File: src/sv/stsg_pkg.sv
// ----------------------------------------------------------------------------
// Square tone sweep generator package
// Widths, register indexes, control types and the base amplitude table.
// ----------------------------------------------------------------------------
package stsg_pkg;

    // field widths
    localparam int IDX_W       = 24;
    localparam int FREQ_W      = 16;
    localparam int VOL_W       = 17;
    localparam int LEVEL_W     = 2;
    localparam int SAMPLE_W    = 13;
    localparam int PHASE_W     = 32;
    localparam int FREQ16_W    = 32;
    localparam int VOL32_W     = 33;
    localparam int CFG_INDEX_W = 3;
    localparam int CFG_DATA_W  = 24;

    // progress is Q1.16 with values up to 1.0, so 17 quotient bits
    localparam int PROG_BITS = 17;

    // base amplitude multiplier, one bit per step
    localparam int BASE_W    = 12;
    localparam int AMP_W     = 12;
    localparam int AMP_STEPS = BASE_W;

    localparam logic [VOL_W-1:0] VOL_ONE = 17'd65536;

    // register indexes
    localparam logic [CFG_INDEX_W-1:0] REG_ENABLED         = 3'd0;
    localparam logic [CFG_INDEX_W-1:0] REG_VOLUME_LEVEL    = 3'd1;
    localparam logic [CFG_INDEX_W-1:0] REG_START_FREQUENCY = 3'd2;
    localparam logic [CFG_INDEX_W-1:0] REG_END_FREQUENCY   = 3'd3;
    localparam logic [CFG_INDEX_W-1:0] REG_TOTAL_SAMPLES   = 3'd4;
    localparam logic [CFG_INDEX_W-1:0] REG_START_VOLUME    = 3'd5;
    localparam logic [CFG_INDEX_W-1:0] REG_END_VOLUME      = 3'd6;

    // load / step strobes for a serial unit
    typedef struct packed {
        logic load;
        logic run;
    } serial_ctrl_t;

    // base amplitude by volume level
    function automatic logic [BASE_W-1:0] base_amp(input logic [LEVEL_W-1:0] level);
        logic [BASE_W-1:0] amp;
        case (level)
            2'd1:    amp = 12'd600;
            2'd2:    amp = 12'd1500;
            2'd3:    amp = 12'd3000;
            default: amp = 12'd0;
        endcase
        return amp;
    endfunction

endpackage

File: src/sv/square_tone_sweep_generator.sv
// ----------------------------------------------------------------------------
// Square tone sweep generator
// One square-wave sample per input transfer, with frequency and volume swept
// linearly from start to end values across the tone.
//
//  Channel | Handshake            | Payload
//  --------+----------------------+---------------------------------------
//  cfg     | cfg_valid/cfg_ready  | cfg_index, cfg_data
//  in      | in_valid/in_ready    | restart
//  out     | out_valid/out_ready  | sample, sample_valid, last
//
// An active tick runs, after its input transfer, the PROG_BITS progress
// divider steps, a load cycle, the INC_STEPS increment divider steps, a finish
// cycle and the output load before out_valid rises; an idle tick goes straight
// to the output load. In both cases in_ready returns in the same cycle as
// out_valid rises. One tick is in work at a time; a stalled
// output holds the block in its done state, and the output register lets the
// next input transfer happen while a result waits. Reset clears the phase,
// index and registers to their reset values; cfg_ready stays high.
// ----------------------------------------------------------------------------
module square_tone_sweep_generator #(
    parameter int SAMPLE_RATE_HZ = 44100
) (
    input  logic                                  clk,
    input  logic                                  rst_n,
    input  logic                                  cfg_valid,
    output logic                                  cfg_ready,
    input  logic [stsg_pkg::CFG_INDEX_W-1:0]      cfg_index,
    input  logic [stsg_pkg::CFG_DATA_W-1:0]       cfg_data,
    input  logic                                  in_valid,
    output logic                                  in_ready,
    input  logic                                  restart,
    output logic                                  out_valid,
    input  logic                                  out_ready,
    output logic signed [stsg_pkg::SAMPLE_W-1:0]  sample,
    output logic                                  sample_valid,
    output logic                                  last
);

    localparam int INC_STEPS = 48 - $clog2(SAMPLE_RATE_HZ + 1);
    localparam int MAX_STEPS = (INC_STEPS > stsg_pkg::PROG_BITS) ? INC_STEPS
                                                                 : stsg_pkg::PROG_BITS;
    localparam int CNT_W = $clog2(MAX_STEPS + 1);
    localparam int IW    = stsg_pkg::IDX_W;
    localparam int SW    = stsg_pkg::SAMPLE_W;

    localparam logic [1:0] S_IDLE  = 2'd0;
    localparam logic [1:0] S_SWEEP = 2'd1;
    localparam logic [1:0] S_TONE  = 2'd2;
    localparam logic [1:0] S_DONE  = 2'd3;

    logic [1:0]                           state_reg, state_next;
    logic [CNT_W-1:0]                     cnt_reg, cnt_next;
    logic                                 enabled_reg, enabled_next;
    logic [stsg_pkg::LEVEL_W-1:0]         level_reg, level_next;
    logic signed [stsg_pkg::FREQ_W-1:0]   start_freq_reg, start_freq_next;
    logic signed [stsg_pkg::FREQ_W-1:0]   end_freq_reg, end_freq_next;
    logic [IW-1:0]                        total_reg, total_next;
    logic [stsg_pkg::VOL_W-1:0]           start_vol_reg, start_vol_next;
    logic [stsg_pkg::VOL_W-1:0]           end_vol_reg, end_vol_next;
    logic [stsg_pkg::PHASE_W-1:0]         phase_reg, phase_next;
    logic [IW-1:0]                        idx_reg, idx_next;
    logic signed [SW-1:0]                 res_sample_reg, res_sample_next;
    logic                                 res_valid_reg, res_valid_next;
    logic                                 res_last_reg, res_last_next;
    logic                                 out_valid_reg, out_valid_next;
    logic signed [SW-1:0]                 sample_reg;
    logic                                 sample_valid_reg;
    logic                                 last_reg;
    logic                                 out_load;

    logic [IW-1:0]                        idx_eff;
    logic                                 hit;
    logic signed [SW-1:0]                 amp_ext;
    stsg_pkg::serial_ctrl_t               sweep_ctrl;
    stsg_pkg::serial_ctrl_t               tone_ctrl;
    logic signed [stsg_pkg::FREQ16_W-1:0] freq16;
    logic [stsg_pkg::VOL32_W-1:0]         vol32;
    logic [stsg_pkg::PHASE_W-1:0]         inc;
    logic [stsg_pkg::AMP_W-1:0]           amp;
    logic                                 freq_pos;

    // progress divider and interpolation
    stsg_sweep u_sweep (
        .clk             (clk),
        .ctrl            (sweep_ctrl),
        .sample_idx      (idx_eff),
        .total_samples   (total_reg),
        .start_frequency (start_freq_reg),
        .end_frequency   (end_freq_reg),
        .start_volume    (start_vol_reg),
        .end_volume      (end_vol_reg),
        .freq16          (freq16),
        .vol32           (vol32)
    );

    // phase increment and amplitude
    stsg_tone #(
        .SAMPLE_RATE_HZ (SAMPLE_RATE_HZ),
        .INC_STEPS      (INC_STEPS)
    ) u_tone (
        .clk          (clk),
        .ctrl         (tone_ctrl),
        .freq16       (freq16),
        .vol32        (vol32),
        .volume_level (level_reg),
        .inc          (inc),
        .amp          (amp),
        .freq_pos     (freq_pos)
    );

    // restart only counts while the input is open; later the stored index rules
    assign idx_eff = (in_ready && restart) ? '0 : idx_reg;
    assign hit     = freq_pos && (amp != '0);
    assign amp_ext = $signed({1'b0, amp});

    // sequencer, tick update and config writes
    always_comb
    begin
        state_next      = state_reg;
        cnt_next        = cnt_reg;
        enabled_next    = enabled_reg;
        level_next      = level_reg;
        start_freq_next = start_freq_reg;
        end_freq_next   = end_freq_reg;
        total_next      = total_reg;
        start_vol_next  = start_vol_reg;
        end_vol_next    = end_vol_reg;
        phase_next      = phase_reg;
        idx_next        = idx_reg;
        res_sample_next = res_sample_reg;
        res_valid_next  = res_valid_reg;
        res_last_next   = res_last_reg;
        out_load        = 1'b0;
        sweep_ctrl      = '0;
        tone_ctrl       = '0;

        case (state_reg)
            S_IDLE:
            begin
                if (in_valid)
                begin
                    idx_next = idx_eff;
                    if (enabled_reg && (idx_eff < total_reg))
                    begin
                        sweep_ctrl.load = 1'b1;
                        cnt_next        = CNT_W'(stsg_pkg::PROG_BITS);
                        state_next      = S_SWEEP;
                    end
                    else
                    begin
                        // idle tick: empty result; the phase is held and the index only moves on restart
                        res_sample_next = '0;
                        res_valid_next  = 1'b0;
                        res_last_next   = 1'b0;
                        state_next      = S_DONE;
                    end
                end
            end
            S_SWEEP:
            begin
                if (cnt_reg != '0)
                begin
                    sweep_ctrl.run = 1'b1;
                    cnt_next       = cnt_reg - CNT_W'(1);
                end
                else
                begin
                    tone_ctrl.load = 1'b1;
                    cnt_next       = CNT_W'(INC_STEPS);
                    state_next     = S_TONE;
                end
            end
            S_TONE:
            begin
                if (cnt_reg != '0)
                begin
                    tone_ctrl.run = 1'b1;
                    cnt_next      = cnt_reg - CNT_W'(1);
                end
                else
                begin
                    // low half of the cycle gives the negative level
                    if (hit)
                    begin
                        res_sample_next = phase_reg[stsg_pkg::PHASE_W-1] ? amp_ext
                                                                         : -amp_ext;
                        phase_next      = phase_reg + inc;
                    end
                    else
                    begin
                        res_sample_next = '0;
                    end
                    res_valid_next = 1'b1;
                    res_last_next  = (idx_reg == (total_reg - IW'(1)));
                    idx_next       = idx_reg + IW'(1);
                    state_next     = S_DONE;
                end
            end
            S_DONE:
            begin
                if (!out_valid_reg || out_ready)
                begin
                    out_load   = 1'b1;
                    state_next = S_IDLE;
                end
            end
            default:
            begin
                state_next = S_IDLE;
            end
        endcase

        // register writes; enable change restarts the phase
        if (cfg_valid)
        begin
            case (cfg_index)
                stsg_pkg::REG_ENABLED:
                begin
                    if (cfg_data[0] != enabled_reg)
                    begin
                        phase_next = '0;
                    end
                    enabled_next = cfg_data[0];
                end
                stsg_pkg::REG_VOLUME_LEVEL:
                    level_next = cfg_data[stsg_pkg::LEVEL_W-1:0];
                stsg_pkg::REG_START_FREQUENCY:
                    start_freq_next = $signed(cfg_data[stsg_pkg::FREQ_W-1:0]);
                stsg_pkg::REG_END_FREQUENCY:
                    end_freq_next = $signed(cfg_data[stsg_pkg::FREQ_W-1:0]);
                stsg_pkg::REG_TOTAL_SAMPLES:
                    total_next = cfg_data[IW-1:0];
                stsg_pkg::REG_START_VOLUME:
                    start_vol_next = cfg_data[stsg_pkg::VOL_W-1:0];
                stsg_pkg::REG_END_VOLUME:
                    end_vol_next = cfg_data[stsg_pkg::VOL_W-1:0];
                default:
                begin
                end
            endcase
        end

        // output register valid
        if (out_load)
        begin
            out_valid_next = 1'b1;
        end
        else if (out_ready)
        begin
            out_valid_next = 1'b0;
        end
        else
        begin
            out_valid_next = out_valid_reg;
        end
    end

    // control and architectural state
    always_ff @(posedge clk or negedge rst_n)
    begin
        if (!rst_n)
        begin
            state_reg      <= S_IDLE;
            cnt_reg        <= '0;
            enabled_reg    <= 1'b0;
            level_reg      <= '0;
            start_freq_reg <= '0;
            end_freq_reg   <= '0;
            total_reg      <= '0;
            start_vol_reg  <= stsg_pkg::VOL_ONE;
            end_vol_reg    <= stsg_pkg::VOL_ONE;
            phase_reg      <= '0;
            idx_reg        <= '0;
            out_valid_reg  <= 1'b0;
        end
        else
        begin
            state_reg      <= state_next;
            cnt_reg        <= cnt_next;
            enabled_reg    <= enabled_next;
            level_reg      <= level_next;
            start_freq_reg <= start_freq_next;
            end_freq_reg   <= end_freq_next;
            total_reg      <= total_next;
            start_vol_reg  <= start_vol_next;
            end_vol_reg    <= end_vol_next;
            phase_reg      <= phase_next;
            idx_reg        <= idx_next;
            out_valid_reg  <= out_valid_next;
        end
    end

    // result and output payload
    always_ff @(posedge clk)
    begin
        res_sample_reg <= res_sample_next;
        res_valid_reg  <= res_valid_next;
        res_last_reg   <= res_last_next;
        if (out_load)
        begin
            sample_reg       <= res_sample_reg;
            sample_valid_reg <= res_valid_reg;
            last_reg         <= res_last_reg;
        end
    end

    assign cfg_ready    = 1'b1;
    assign in_ready     = (state_reg == S_IDLE);
    assign out_valid    = out_valid_reg;
    assign sample       = sample_reg;
    assign sample_valid = sample_valid_reg;
    assign last         = last_reg;

endmodule

File: src/sv/stsg_sweep.sv
// ----------------------------------------------------------------------------
// Sweep interpolator
// Restoring divider for progress = index/(total-1), one quotient bit per
// cycle, MSB first, feeding two shift-add accumulators that form the
// interpolated frequency (Q16.16) and volume (Q1.32).
// ----------------------------------------------------------------------------
module stsg_sweep (
    input  logic                                  clk,
    input  stsg_pkg::serial_ctrl_t                ctrl,
    input  logic [stsg_pkg::IDX_W-1:0]            sample_idx,
    input  logic [stsg_pkg::IDX_W-1:0]            total_samples,
    input  logic signed [stsg_pkg::FREQ_W-1:0]    start_frequency,
    input  logic signed [stsg_pkg::FREQ_W-1:0]    end_frequency,
    input  logic [stsg_pkg::VOL_W-1:0]            start_volume,
    input  logic [stsg_pkg::VOL_W-1:0]            end_volume,
    output logic signed [stsg_pkg::FREQ16_W-1:0]  freq16,
    output logic [stsg_pkg::VOL32_W-1:0]          vol32
);

    localparam int IW  = stsg_pkg::IDX_W;
    localparam int FDW = stsg_pkg::FREQ_W + 1;
    localparam int VDW = stsg_pkg::VOL_W + 1;
    localparam int FAW = FDW + stsg_pkg::PROG_BITS;
    localparam int VAW = VDW + stsg_pkg::PROG_BITS;

    logic [IW-1:0]              den;
    logic                       single;
    logic [IW:0]                rem_reg;
    logic [IW:0]                rem_next;
    logic [IW:0]                shifted;
    logic                       first_reg;
    logic                       first_next;
    logic                       ge;
    logic                       q;
    logic [stsg_pkg::VOL_W-1:0] sv_c;
    logic [stsg_pkg::VOL_W-1:0] ev_c;
    logic signed [FDW-1:0]      fdiff;
    logic signed [VDW-1:0]      vdiff;
    logic signed [FAW-1:0]      facc_reg;
    logic signed [FAW-1:0]      facc_next;
    logic signed [VAW-1:0]      vacc_reg;
    logic signed [VAW-1:0]      vacc_next;

    // divisor and the single-sample case (progress is 1.0)
    assign den    = total_samples - IW'(1);
    assign single = (total_samples == IW'(1));

    // volume clamp to 1.0
    assign sv_c = (start_volume > stsg_pkg::VOL_ONE) ? stsg_pkg::VOL_ONE : start_volume;
    assign ev_c = (end_volume > stsg_pkg::VOL_ONE) ? stsg_pkg::VOL_ONE : end_volume;

    assign fdiff = $signed({end_frequency[stsg_pkg::FREQ_W-1], end_frequency})
                 - $signed({start_frequency[stsg_pkg::FREQ_W-1], start_frequency});
    assign vdiff = $signed({1'b0, ev_c}) - $signed({1'b0, sv_c});

    // one divider step; the only nonzero dividend bit left is index bit 0
    always_comb
    begin
        shifted  = {rem_reg[IW-1:0], first_reg & sample_idx[0]};
        ge       = (shifted >= {1'b0, den});
        q        = single ? first_reg : ge;
        rem_next = ge ? (shifted - {1'b0, den}) : shifted;
        first_next = 1'b0;
        facc_next  = (facc_reg <<< 1) + (q ? FAW'(fdiff) : '0);
        vacc_next  = (vacc_reg <<< 1) + (q ? VAW'(vdiff) : '0);
    end

    // serial state; upper dividend bits reduce to index >> 1
    always_ff @(posedge clk)
    begin
        if (ctrl.load)
        begin
            rem_reg   <= {2'b00, sample_idx[IW-1:1]};
            first_reg <= 1'b1;
            facc_reg  <= '0;
            vacc_reg  <= '0;
        end
        else if (ctrl.run)
        begin
            rem_reg   <= rem_next;
            first_reg <= first_next;
            facc_reg  <= facc_next;
            vacc_reg  <= vacc_next;
        end
    end

    // start value plus slope times progress
    assign freq16 = $signed({start_frequency, 16'h0000})
                  + $signed(facc_reg[stsg_pkg::FREQ16_W-1:0]);
    assign vol32  = {sv_c, 16'h0000} + vacc_reg[stsg_pkg::VOL32_W-1:0];

endmodule

File: src/sv/stsg_tone.sv
// ----------------------------------------------------------------------------
// Tone step unit
// Restoring divider by the sample rate for the phase increment, one bit per
// cycle, and an LSB-first shift-add multiplier for base amplitude * volume.
// ----------------------------------------------------------------------------
module stsg_tone #(
    parameter int SAMPLE_RATE_HZ = 44100,
    parameter int INC_STEPS      = 32
) (
    input  logic                                 clk,
    input  stsg_pkg::serial_ctrl_t               ctrl,
    input  logic signed [stsg_pkg::FREQ16_W-1:0] freq16,
    input  logic [stsg_pkg::VOL32_W-1:0]         vol32,
    input  logic [stsg_pkg::LEVEL_W-1:0]         volume_level,
    output logic [stsg_pkg::PHASE_W-1:0]         inc,
    output logic [stsg_pkg::AMP_W-1:0]           amp,
    output logic                                 freq_pos
);

    localparam int REM_W   = $clog2(SAMPLE_RATE_HZ) + 1;
    localparam int DVD_W   = stsg_pkg::FREQ16_W + 16;
    localparam int VW      = stsg_pkg::VOL32_W;
    localparam int AMP_LSB = 32 - stsg_pkg::BASE_W;
    localparam int ACW     = $clog2(stsg_pkg::AMP_STEPS + 1);
    localparam logic [REM_W-1:0] RATE = REM_W'(SAMPLE_RATE_HZ);

    logic [DVD_W-1:0]                dividend;
    logic [INC_STEPS-1:0]            num_reg;
    logic [REM_W-1:0]                rem_reg;
    logic [REM_W-1:0]                shifted;
    logic                            ge;
    logic [stsg_pkg::PHASE_W-1:0]    quo_reg;
    logic                            pos_reg;
    logic [VW-1:0]                   vol_reg;
    logic [stsg_pkg::BASE_W-1:0]     base_reg;
    logic [VW-1:0]                   hacc_reg;
    logic [VW:0]                     hsum;
    logic [ACW-1:0]                  amp_cnt_reg;

    assign dividend = {freq16, 16'h0000};

    // increment divider step
    assign shifted = {rem_reg[REM_W-2:0], num_reg[INC_STEPS-1]};
    assign ge      = (shifted >= RATE);

    // amplitude multiplier step: add, then drop the settled low bit
    assign hsum = {1'b0, hacc_reg} + (base_reg[0] ? {1'b0, vol_reg} : '0);

    always_ff @(posedge clk)
    begin
        if (ctrl.load)
        begin
            num_reg     <= dividend[INC_STEPS-1:0];
            rem_reg     <= REM_W'(dividend >> INC_STEPS);
            quo_reg     <= '0;
            pos_reg     <= !freq16[stsg_pkg::FREQ16_W-1] && (freq16 != '0);
            vol_reg     <= vol32;
            base_reg    <= stsg_pkg::base_amp(volume_level);
            hacc_reg    <= '0;
            amp_cnt_reg <= ACW'(stsg_pkg::AMP_STEPS);
        end
        else if (ctrl.run)
        begin
            num_reg <= num_reg << 1;
            rem_reg <= ge ? (shifted - RATE) : shifted;
            quo_reg <= {quo_reg[stsg_pkg::PHASE_W-2:0], ge};
            if (amp_cnt_reg != '0)
            begin
                hacc_reg    <= hsum[VW:1];
                base_reg    <= base_reg >> 1;
                amp_cnt_reg <= amp_cnt_reg - ACW'(1);
            end
        end
    end

    assign inc      = quo_reg;
    assign amp      = hacc_reg[AMP_LSB +: stsg_pkg::AMP_W];
    assign freq_pos = pos_reg;

endmodule

File: config.mk
export PLATFORM = sky130hd
export DESIGN_NAME = square_tone_sweep_generator
export DESIGN_NICKNAME = d
export VERILOG_FILES = /design/src/sv/stsg_pkg.sv /design/src/sv/square_tone_sweep_generator.sv /design/src/sv/stsg_sweep.sv /design/src/sv/stsg_tone.sv
export SDC_FILE = /design/constraint.sdc
export NUM_CORES = 1
export LEC_CHECK = 0
export BUFFER_PORTS_ARGS = -buffer_cell sky130_fd_sc_hd__buf_2
export CORE_ASPECT_RATIO = 1.2
export CORE_MARGIN = 3
export CORE_UTILIZATION = 47
export CTS_CLUSTER_DIAMETER = 40
export CTS_CLUSTER_SIZE = 12
export DETAILED_ROUTE_END_ITERATION = 10
export GPL_ROUTABILITY_DRIVEN = 0
export SYNTH_ARGS = -nofsm -noshare
export SYNTH_HDL_FRONTEND = slang
export SYNTH_SLANG_ARGS = --single-unit
File: constraint.sdc
create_clock -name clk -period 17 [get_ports clk]
set_input_delay 1.7 -clock clk [delete_from_list [all_inputs] [get_ports clk]]
set_output_delay 1.7 -clock clk [all_outputs]
set_load 0.01 [all_outputs]
# [Yosys cells after proc, flatten, opt, wreduce, memory -nomap -nowiden]
# Index checks and enable logic that the tools add are counted.
[totals] register_bits=425 input_bits=33 word_cells=169
[op_classes] add_sub_neg=15 order_cmp=5 n_eq_ne=22 mux=63 n_bitwise=1 n_reduce_logical=32
[ops] op="2-to-1 mux 32 bit" count=9
[ops] op="adder 32 bit" count=3
[ops] op="2-to-1 mux 24 bit" count=4
[ops] op="adder 33 bit" count=2
[ops] op="2-to-1 mux 33 bit" count=2
[ops] op="2-to-1 mux 13 bit" count=5
[ops] op="2-to-1 mux 16 bit" count=3
[ops] op="one-hot mux 24 bit (2 select lines)" count=1
[ops] op="2-to-1 mux 23 bit" count=2
[ops] op="2-to-1 mux 12 bit" count=3
[ops] op="one-hot mux 12 bit (3 select lines)" count=1
[ops] op="adder 33 x 34 -> 34 bit" count=1
[ops] op="greater-than comparator 17 bit (second input constant)" count=2
[ops] op="2-to-1 mux 17 bit" count=2
[ops] op="nonzero test 32 bit" count=1
[ops] op="one-hot mux 13 bit (2 select lines)" count=1
[ops] op="greater-or-equal comparator 25 x 24 -> 1 bit" count=1
[ops] op="adder 24 x 1 -> 24 bit (second input constant)" count=1
[ops] op="== test 24 x 1 -> 1 bit (second input constant)" count=1
[ops] op="== test 24 bit" count=1
[ops] op="< comparator 24 bit" count=1
[ops] op="2-to-1 mux 6 bit" count=4
[ops] op="subtractor 24 x 1 -> 24 bit (second input constant)" count=1
[ops] op="subtractor 24 bit" count=1
[ops] op="other kinds (34)" count=85

# [Depth between registers and ports, before layout]
# Gate-level depths: netlist of the first run.
[depth] depth_word=9 depth_mapped=29 depth_no_buf=27

# [Cells and area by module]
# Synthesis of the first run repeated with hierarchy kept, for this count alone.
[hier_totals] cells_unflattened=3350 hier_area_um2=30051.3
[by_module_without_submodules] mod="stsg_sweep" instances=1 cells_each=1428 area_each_um2=11228.3 seq_area_each_um2=2031.9
[by_module_without_submodules] mod="square_tone_sweep_generator" instances=1 cells_each=1118 area_each_um2=10946.7 seq_area_each_um2=4857.2
[by_module_without_submodules] mod="stsg_tone" instances=1 cells_each=804 area_each_um2=7876.3 seq_area_each_um2=3723.6

# [Worst setup path after synthesis of the first run]
# OpenSTA, ideal clock, no wires.
[synth_path] kind="input port to flip-flop" start="input restart" end="register u_sweep.facc_reg[31]" arrival_time_ps=6530 required_ps=16867 setup_slack_ps=10337 stages=24 path_cell_list="nand2_1 > nand3_1 > ha_1 > nor2b_1 > o31a_1 > o21ai_2 > o21ai_1 > or4_1 > and2_1 > o21ai_4 > buf_2 > nor2_1 > ha_1 > fa_1 > a211oi_1 > o21ai_0 > a2111oi_1 > or3_1 > and3_1 > nor2_1 > o31ai_1 > xnor2_1 > xnor2_1 > a21oi_1"
[synth_via] elab_chain_len=7 elab_cells_between_ends=12 classes_between="1 x add/sub; 2 x order compare; 6 x mux; 1 x bitwise; 2 x reduce/logical"
[synth_lines] element="from (decl)" line="square_tone_sweep_generator.sv:32" text="input logic restart,"
[synth_lines] element="logical AND 1 bit *" line="square_tone_sweep_generator.sv:113" text="assign idx_eff = (in_ready && restart) ? '0 : idx_reg;"
[synth_lines] element="2-to-1 mux 24 bit *" line="square_tone_sweep_generator.sv:113"
[synth_lines] element="bitwise AND 1 bit or < comparator 24 bit (tied branches)" line="stsg_sweep.sv:59, square_tone_sweep_generator.sv:144"
[synth_lines] element="greater-or-equal comparator 25 x 24 -> 1 bit or logical AND 1 bit (tied branches)" line="stsg_sweep.sv:60, square_tone_sweep_generator.sv:144"
[synth_lines] element="2-to-1 mux 1 bit, on equally long branches" line="stsg_sweep.sv:61, square_tone_sweep_generator.sv:144"
[synth_lines] element="2-to-1 mux 32 bit or 2-to-1 mux 1 bit (tied branches)" line="stsg_sweep.sv:64, square_tone_sweep_generator.sv:141"
[synth_lines] element="adder 32 bit or 2-to-1 mux 1 bit (tied branches)" line="stsg_sweep.sv:64, square_tone_sweep_generator.sv:138"
[synth_lines] element="to (signal assigned)" line="stsg_sweep.sv:82" text="facc_reg <= facc_next;"
[synth_lines] element="to (decl)" line="stsg_sweep.sv:39" text="logic signed [FAW-1:0] facc_reg;"
# Every way passes the cells marked *; elsewhere a longest branch is shown, timed or not.
# A chain may end at the register's enable or synchronous reset.

# [Final worst setup path of the first run]
[layout_path] start="register total_reg[2]" end="register u_sweep.facc_reg[31]"
[layout_via] elab_chain_len=5 elab_cells_between_ends=11 classes_between="2 x add/sub; 2 x order compare; 1 x eq/ne; 5 x mux; 1 x reduce/logical"
[layout_lines] element="from (decl)" line="square_tone_sweep_generator.sv:58" text="logic [IW-1:0] total_reg, total_next;"
[layout_lines] element="from (signal assigned)" line="square_tone_sweep_generator.sv:285" text="total_reg <= total_next;"
[layout_lines] element="subtractor 24 x 1 -> 24 bit or < comparator 24 bit (tied branches)" line="stsg_sweep.sv:45, square_tone_sweep_generator.sv:144"
[layout_lines] element="greater-or-equal comparator 25 x 24 -> 1 bit or logical AND 1 bit (tied branches)" line="stsg_sweep.sv:60, square_tone_sweep_generator.sv:144"
[layout_lines] element="2-to-1 mux 1 bit, on equally long branches" line="stsg_sweep.sv:61, square_tone_sweep_generator.sv:144"
[layout_lines] element="2-to-1 mux 32 bit or 2-to-1 mux 1 bit (tied branches)" line="stsg_sweep.sv:64, square_tone_sweep_generator.sv:141"
[layout_lines] element="adder 32 bit or 2-to-1 mux 1 bit (tied branches)" line="stsg_sweep.sv:64, square_tone_sweep_generator.sv:138"
# Several ways; a longest one is shown, not always the timed one.

==> results.md, run 1 <==
Outcome:
- The flow ran to the end, and the final reports show no timing, DRC or antenna violations.

Timing:
- Setup repair after global routing left no endpoint under its margin.
- The final worst clock skew is between 0.03 and 0.04 ns.
- The worst path meets setup with about 9.3 ns of slack.
- The transition at the pin with the smallest max-transition slack is ~1.2 ns.
- The worst path in the final design needs a cycle of between 7 and 8 ns, including I/O delays and setup.
- The final setup TNS is 0 ns.
- For this run, the top clock speed supported by timing is approximately 130 MHz.
- The final count of negative-setup-slack endpoints is 0.
- The final-report max-slew violation count is 0.
- The final number of hold-violating endpoints is 0.
- The share of the clock period used by the worst path after layout is between 40% and 50%.
- The max-slew headroom at the worst pin is 22.1%.
- On the final layout, the worst hold slack is 0.413 ns.

Floorplanning:
- The y dimension of the die is 277 um.
- Once the floorplan was initialized, standard cells occupied 47.9% of the core.
- The I/O pin total is 51.
- The placeable core region is between 50,000 and 60,000 um^2.
- The initialized floorplan defines around 100 standard-cell rows.
- The die outline width is around 230 um.
- The floorplan step defined a die boundary enclosing 64,100 um^2.

Placement:
- After detailed placement, the total cell area comes to approximately 30,000 um^2.
- The detailed-placement wirelength estimate is about 55,000 um.
- The count of buffers added on input and output ports is slightly below 50.
- The number of placed instances with taps included is 4,020.
- Prior to clock tree synthesis, the placed netlist has a worst setup slack of around 9.3 ns.

Finish:
- The fraction of final layout cells sized beyond drive strength 1 is a little under a tenth.
- The layout overhead on the synthesized area is 12.3%.
- With fillers left out, the area of the finished cells amounts to around 32,000 um^2.
- The antenna diode count is 0.
- Leaving out filler cells and counting taps, the final layout contains a little over 4,000.
- The final layout contains roughly 3,600 nets.
- The area taken by flip-flops and latches is 10,600 um^2.
- The share of the core filled with cells is around 54%.
- The library cells used most frequently in the layout, excluding fill and tap cells, are 458 x nand2_1, 273 x a21oi_1, 252 x ha_1.
- The most common cell after layout, fill and taps aside is nand2_1.
- The count of filler cells inserted in the layout is 5,486.
- The multi-input gate area in the final layout is 17,100 um^2.

Synth:
- The register bit total from synthesis is approximately 430.
- Counting every instance in the synthesized netlist gives around 3,300.
- Summing every instance area after synthesis gives between 20,000 and 30,000 um^2.
- Yosys printed 0 warnings.
- The net count after synthesis is 3,564.
- The distinct cell type count after synthesis is just under 100.
- The most frequently used flop master after synthesis is dfrtp_1.
- The mean instance size in the synthesized netlist is around 8.8 um^2.
- The async set-reset flop share out of synthesis is a little under two fifths.
- In this run, synthesis inferred between 100 and 150 flip-flops with an integrated enable.
- After synthesis, flip-flops and latches occupy a little under two fifths of the total area.

Critical path:
- The critical path in this run is classified as flop to flop.
- For flop-to-flop paths, the worst setup slack is just over 9 ns.
- Measured in cells, the most critical reg-to-reg path has a length of 26.
- In this run the critical register-to-register path is launched from total_reg[2]$_DFFE_PN0P_.
- The delay of the slowest cell on the worst path is between 0.7 and 0.8 ns.
- The required arrival time at the worst endpoint is between 15 and 20 ns.
- The slowest stage of the critical path belongs to the cell a2111oi_1.
- The capture point of the worst reg-to-reg path is u_sweep.facc_reg[31]$_SDFFE_PP0P_.
- The startpoint of the most critical setup path is total_reg[2]$_DFFE_PN0P_.
- The element type at the critical path end is a flop.
- The worst setup path is launched from a flop.
- The capturing element of the worst setup path is u_sweep.facc_reg[31]$_SDFFE_PP0P_.
- At the worst endpoint, the arrival time is 8.20 ns.
- The maximum fanout along the worst path is 36.

Route:
- In the routed layout, each cell is associated on average with a via count of between 5 and 6.
- The final wirelength is between 70,000 and 80,000 um.
- The starting DRC count in detailed routing is ~1,700.
- The number of nets with antenna violations after routing is 0.
- Summing over every cut layer, the via total after detailed routing is roughly 24,000.
- The number of detailed-routing iterations run before antenna repair is 6.
- The average detailed-routed wire length per instance is about 18 um.
- In the routed design, unresolved DRC markers number 0.

Power and ir drop:
- The power per unit of standard cell area is about 220 nW/um^2.
- The switching fraction of total power is about 43%.
- The leakage component of the power is 14.2 nW.
- The worst-case IR drop observed on VDD is 0.144 mV.
- The net switching power is between 3 and 4 mW.
- Of the total power, the clock network draws 21.4%.
- The internal portion of total power is 4.03 mW.
- The post-layout total power is around 7 mW.
- The share of total power dissipated in combinational logic is 53.1%.
- Of the total power, registers draw 25.6%.

Clocking:
- The number of gates given a new drive strength after cts is 0.
- Post-CTS timing repair inserted 0 buffers for setup.
- The CTS tree is yes.
- Clock tree synthesis found a total of ~430 sinks.
- For this design, the CTS-stage hold fixing added 0 buffers.
- The maximum level of the CTS H-tree is 3.
- The clock-pin transition on the worst setup and hold timing paths is roughly 0.06 ns.
- Clock latency on the worst-skew pair, taken at its later pin, is between 0.6 and 0.7 ns.
- The clock passes through at most 3 buffers.
- The cell chosen for the clock root is clkbuf_16.
- The number of buffers inserted during clock tree synthesis is 72.

Hold path:
- The path class of the tightest hold or removal check is flop to flop.

Job:
- Max-cap violations in this run came to 0.

Global routing:
- The number of global-route vias before repair is between 20,000 and 25,000.
- The number of antenna violations at the first check in global routing is 0.
- Entering global routing, the biggest net connects between 90 and 100 pins.
- Global routing finished with a remaining overflow of 0.
- The first global-routing pass estimated roughly 120,000 um of wire.
- Global routing used a little under a quarter of the available tracks.
synthesized netlist by cell type (49+ instances only):
cell      number  area, um^2
clkbuf_1     104         390
nand3_1       75         375
edfxtp_1     131        3930
a21o_1        77         578
and2_1        75         469
dfxtp_1      136        2720
xnor2_1      161        1410
mux2_2        55         619
ha_1         252        3150
inv_1        137         514
o21ai_0      210        1050
xor2_1        74         648
nor2_1       231         867
dfrtp_1      156        3900
a21oi_1      274        1370
a31oi_1       49         307
nor3_1        65         325
nand2_1      460        1730
routing by layer:
layer / part of all wire [%] / track usage, % / up-vias
met4: 3.6 / 9.68 / 0
met5: 0 / 0 / -
met3: 4.9 / 3.33 / 162
met1: 42 / 28.2 / 11524
met2: 49 / 41.3 / 638
li1: - / - / 11818
how the worst min path moves through the flow:
stage	startpoint	endpoint	cells past startpoint
2_1_floorplan	res_last_reg$_SDFFCE_PN0P_	last$_DFFE_PP_	0
4_1_cts	res_sample_reg[11]$_SDFFCE_PN0P_	sample[11]$_DFFE_PP_	0
6_report	res_sample_reg[3]$_SDFFCE_PN0P_	sample[3]$_DFFE_PP_	0
5_1_grt	res_sample_reg[12]$_SDFFCE_PP0P_	sample[12]$_DFFE_PP_	0
3_5_place_dp	res_valid_reg$_DFFE_PP_	sample_valid$_DFFE_PP_	0
3_3_place_gp	res_sample_reg[10]$_SDFFCE_PN0P_	sample[10]$_DFFE_PP_	0
worst max-delay path, delay by kind of cell, from the launching register on:
family,cells,cell delay (ns)
fa+ha+maj,3,1.00
flops,1,0.43
compound gates,9,2.37
xor+xnor,3,0.52
buf+inv,1,0.40
simple gates,10,2.85
power groups by stage:
stage / Clock, mW / Sequential, mW / Combinational (mW)
floorplan: 0 / 1.73 / 2.98
global placement: 0 / 1.82 / 3.65
detailed placement: 0 / 1.83 / 3.73
CTS: 1.56 / 1.82 / 3.76
global route: 1.60 / 1.87 / 4.24
finish: 1.52 / 1.82 / 3.78
cells by family after synthesis:
logic type | Yosys count | synth area share [%]
other cells | 1 | 0.0131
simple gates | 1140 | 18.7
compound gates | 870 | 19.1
xor+xnor | 237 | 7.32
mux | 74 | 2.82
buf+inv | 262 | 3.50
fa+ha+maj | 261 | 11.6
flops | 425 | 37.0
cell type report:
type | instances | share of cell area [%]
multi-input cells | 2583 | 53.1
clock inverters | 51 | 1.94
well taps | 800 | 3.11
inverters | 139 | 1.62
flip-flops and latches | 425 | 32.9
clock buffers | 83 | 5.95
repair buffers | 73 | 1.34
Power figures use the tool's default switching activity.
==> inputs of run 2 (changes only) <==
Clock period 17 ns to 6.7 ns, I/O delays scaled along.
==> results.md, run 2 (synthesized netlist as in run 1, its figures left out) <==
Critical path:
- The critical path data arrival time is 6.98 ns (was 8.20 ns).
- The startpoint kind of the worst setup timing path is a flop (unchanged).
- The maximum fanout along the worst path is 8 (was 36).
- The most numerous cell on the critical path is a21o_1.
- The start-to-end type of the worst setup path was flop to flop (unchanged).
- The required arrival time at the worst endpoint was 7.15 ns (was 17.46 ns).
- The slowest stage cell on the critical path was or4_4 (was a2111oi_1).
- The element type at the critical path end is a flop (unchanged).
- The delay of the slowest cell on the worst path is 0.58 ns (was 0.72 ns).

Finish:
- The number of cells in the finished layout apart from fillers is 4,198 (was 4,154).
- The number of nets at the end of the flow is 3,634 (was 3,588).
- The most common cell after layout, fill and taps aside is nand2_1 (unchanged).
- The count of filler cells inserted in the layout is 5,509 (was 5,486).
- The antenna diode count is 0 (unchanged).
- Commonest cells after routing, fill and taps aside: 456 x nand2_1, 269 x a21oi_1, 251 x ha_1 (was 458 x nand2_1, 273 x a21oi_1, 252 x ha_1).
- The fraction of final layout cells sized beyond drive strength 1 came to 11.0% (was 9.12%).
- The layout overhead on the synthesized area is 14.1% (was 12.3%).
- The final instance area is 32,800 um^2 (was 32,200 um^2).

Route:
- The average via count per standard cell is 5.79 (was 5.81).
- The remaining design rule violation count came to 0 (unchanged).
- The number of detailed-routing iterations run before antenna repair is 7 (was 6).
- The total number of vias was 24,324 (was 24,142).
- The starting DRC count in detailed routing is 1,385 (was 1,691).
- The number of nets with antenna violations after routing is 0 (unchanged).
- The final wirelength was 78,700 um (was 75,900 um).
- The average detailed-routed wire length per instance came to 18.8 um (was 18.3 um).

Placement:
- The number of placed instances with taps included came to 4,049 (was 4,020).
- The total cell area at the placement stage is 29,900 um^2 (was 29,700 um^2).
- The detailed-placement wirelength estimate came to 57,100 um (was 55,200 um).
- The total of buffers placed on input and output ports is 49 (unchanged).
- The placement-stage worst setup slack was -0.0196 ns (was 9.26 ns).

Power and ir drop:
- The internal portion of total power was 10.5 mW (was 4.03 mW).
- The leakage component of the power is 14.4 nW (was 14.2 nW).
- The sequential share of power is 24.9% (was 25.6%).
- The net switching power is 8.01 mW (was 3.09 mW).
- The peak supply drop is 0.363 mV (was 0.144 mV).
- The post-layout total power is 18.5 mW (was 7.12 mW).
- The part of the power in combinational logic is 54.6% (was 53.1%).
- The power per unit of standard cell area was 566 nW/um^2 (was 221 nW/um^2).
- The switching fraction of total power is 43.2% (was 43.4%).
- The clock network fraction of total power is 20.5% (was 21.4%).

Global routing:
- The remaining global-route overflow is 0 (unchanged).
- The number of antenna violations at the first check in global routing is 1 (was 0).
- The global-route wire length before repair was 125,000 um (was 122,000 um).
- The total track usage came to 24.0% (was 23.3%).
- The number of global-route vias before repair is 24,247 (was 24,036).
- The pin count of the biggest net entering global routing is 84 (was 91).

Floorplanning:
- The number of core rows is 98 (unchanged).
- The die area is 64,100 um^2 (unchanged).
- The placeable core region is 60,000 um^2 (unchanged).
- The y dimension of the die was 277 um (unchanged).
- The starting density of the core came to 47.9% (unchanged).
- The I/O pin total is 51 (unchanged).
- The die outline width is 232 um (unchanged).

Clocking:
- The latest clock arrival within the worst-skew pair was 0.61 ns (was 0.62 ns).
- The clock sink total is 425 (unchanged).
- The number of buffers added to fix hold violations after cts is 0 (unchanged).
- The maximum level of the CTS H-tree is 3 (unchanged).
- The maximum clock path buffer count was 3 (unchanged).
- The cell chosen for the clock root was clkbuf_16 (unchanged).
- The CTS tree is yes (unchanged).
- The number of buffers inserted during clock tree synthesis is 72 (unchanged).
- The clock-pin transition on the worst setup and hold timing paths came to 0.05 ns (was 0.06 ns).

Timing:
- The highest achievable clock rate is 153 MHz (was 129 MHz).
- Setup repair after global routing missed its margin: true (was false).
- The max-slew headroom at the worst pin came to 24.8% (was 22.1%).
- The setup slack of the critical path after layout is 0.176 ns (was 9.26 ns).
- The final count of negative-setup-slack endpoints is 0 (unchanged).
- The final number of hold-violating endpoints is 0 (unchanged).
- The final setup TNS came to 0 ns (unchanged).
- The transition at the pin with the smallest max-transition slack came to 1.13 ns (was 1.17 ns).
- The share of the clock period used by the worst path after layout is 97.4% (was 45.5%).
- The final worst clock skew came to 0.0466 ns (was 0.0362 ns).
- The final-report max-slew violation count came to 0 (unchanged).
- The minimum clock period is 6.52 ns (was 7.74 ns).

Hold path:
- The classification of the worst-slack hold path is primary input to async pin (was flop to flop).

Job:
- The number of maximum-capacitance constraint violations is 0 (unchanged).

Outcome:
- Outcome: completed (unchanged).
[run 2: power groups by stage]
| stage | Sequential, mW | Clock, mW | Combinational (mW) |
|---|---|---|---|
| floorplan | 4.39 | 0 | 7.55 |
| global placement | 4.63 | 0 | 9.42 |
| detailed placement | 4.66 | 0 | 9.66 |
| CTS | 4.62 | 3.87 | 9.74 |
| global route | 4.74 | 4.00 | 11.3 |
| finish | 4.62 | 3.80 | 10.1 |
[run 2: critical path: cells and delay by family (launching register included)]
kind / cells / cell delay (ns)
compound gates: 10 / 1.68
xor+xnor: 2 / 0.36
fa+ha+maj: 2 / 0.65
buf+inv: 4 / 0.59
flops: 1 / 0.38
simple gates: 10 / 2.73
[run 2: through the flow]
step                utilization, %  hold WS, ns
CTS                           54.1        0.150
detailed placement            49.9        0.405
floorplan                        -        0.374
global placement              49.9        0.406
finish                        54.6        0.153
global route                  54.6        0.191
[run 2: layout make-up]
class / instances / area, um^2 / share of cell area [%]
Tap cell: 800 / 1000 / 3.06
Timing Repair Buffer: 119 / 837 / 2.56
Sequential cell: 425 / 10600 / 32.4
Clock buffer: 88 / 2020 / 6.17
Multi-Input combinational cell: 2583 / 17300 / 52.7
Clock inverter: 44 / 494 / 1.51
Inverter: 139 / 523 / 1.60
[run 2: final timing paths]
| path | startpoint | end | slack, ns | cells after the start |
|---|---|---|---|---|
| min reg2reg | res_sample_reg[1]$_SDFFCE_PN0P_ | sample[1]$_DFFE_PP_ | 0.42 | 0 |
| max reg2reg | total_reg[3]$_DFFE_PN0P_ | u_sweep.vacc_reg[32]$_SDFFE_PP0P_ | 0.18 | 28 |
| min in group clk | cfg_data[19] | total_reg[19]$_DFFE_PN0P_ | 0.27 | 3 |
| max | total_reg[3]$_DFFE_PN0P_ | u_sweep.vacc_reg[32]$_SDFFE_PP0P_ | 0.18 | 28 |
| max in group asynchronous | rst_n | start_vol_reg[6]$_DFFE_PN0P_ | 4.93 | 2 |
| min | rst_n | phase_reg[5]$_DFF_PN0_ | 0.15 | 1 |
[run 2: metal layers]
layer  global-route usage, %  share of wire [%]
met2                    42.9                 50
met4                    9.38                3.3
met1                    29.3                 43
met5                       0                  0
met3                    2.99                4.2
[run 2: what timing repair did]
item	in CTS	in global routing
setup buffers	0	15
gates cloned	0	2
gates resized for setup	3	28
setup endpoints to repair	2	28
pin swaps	0	15
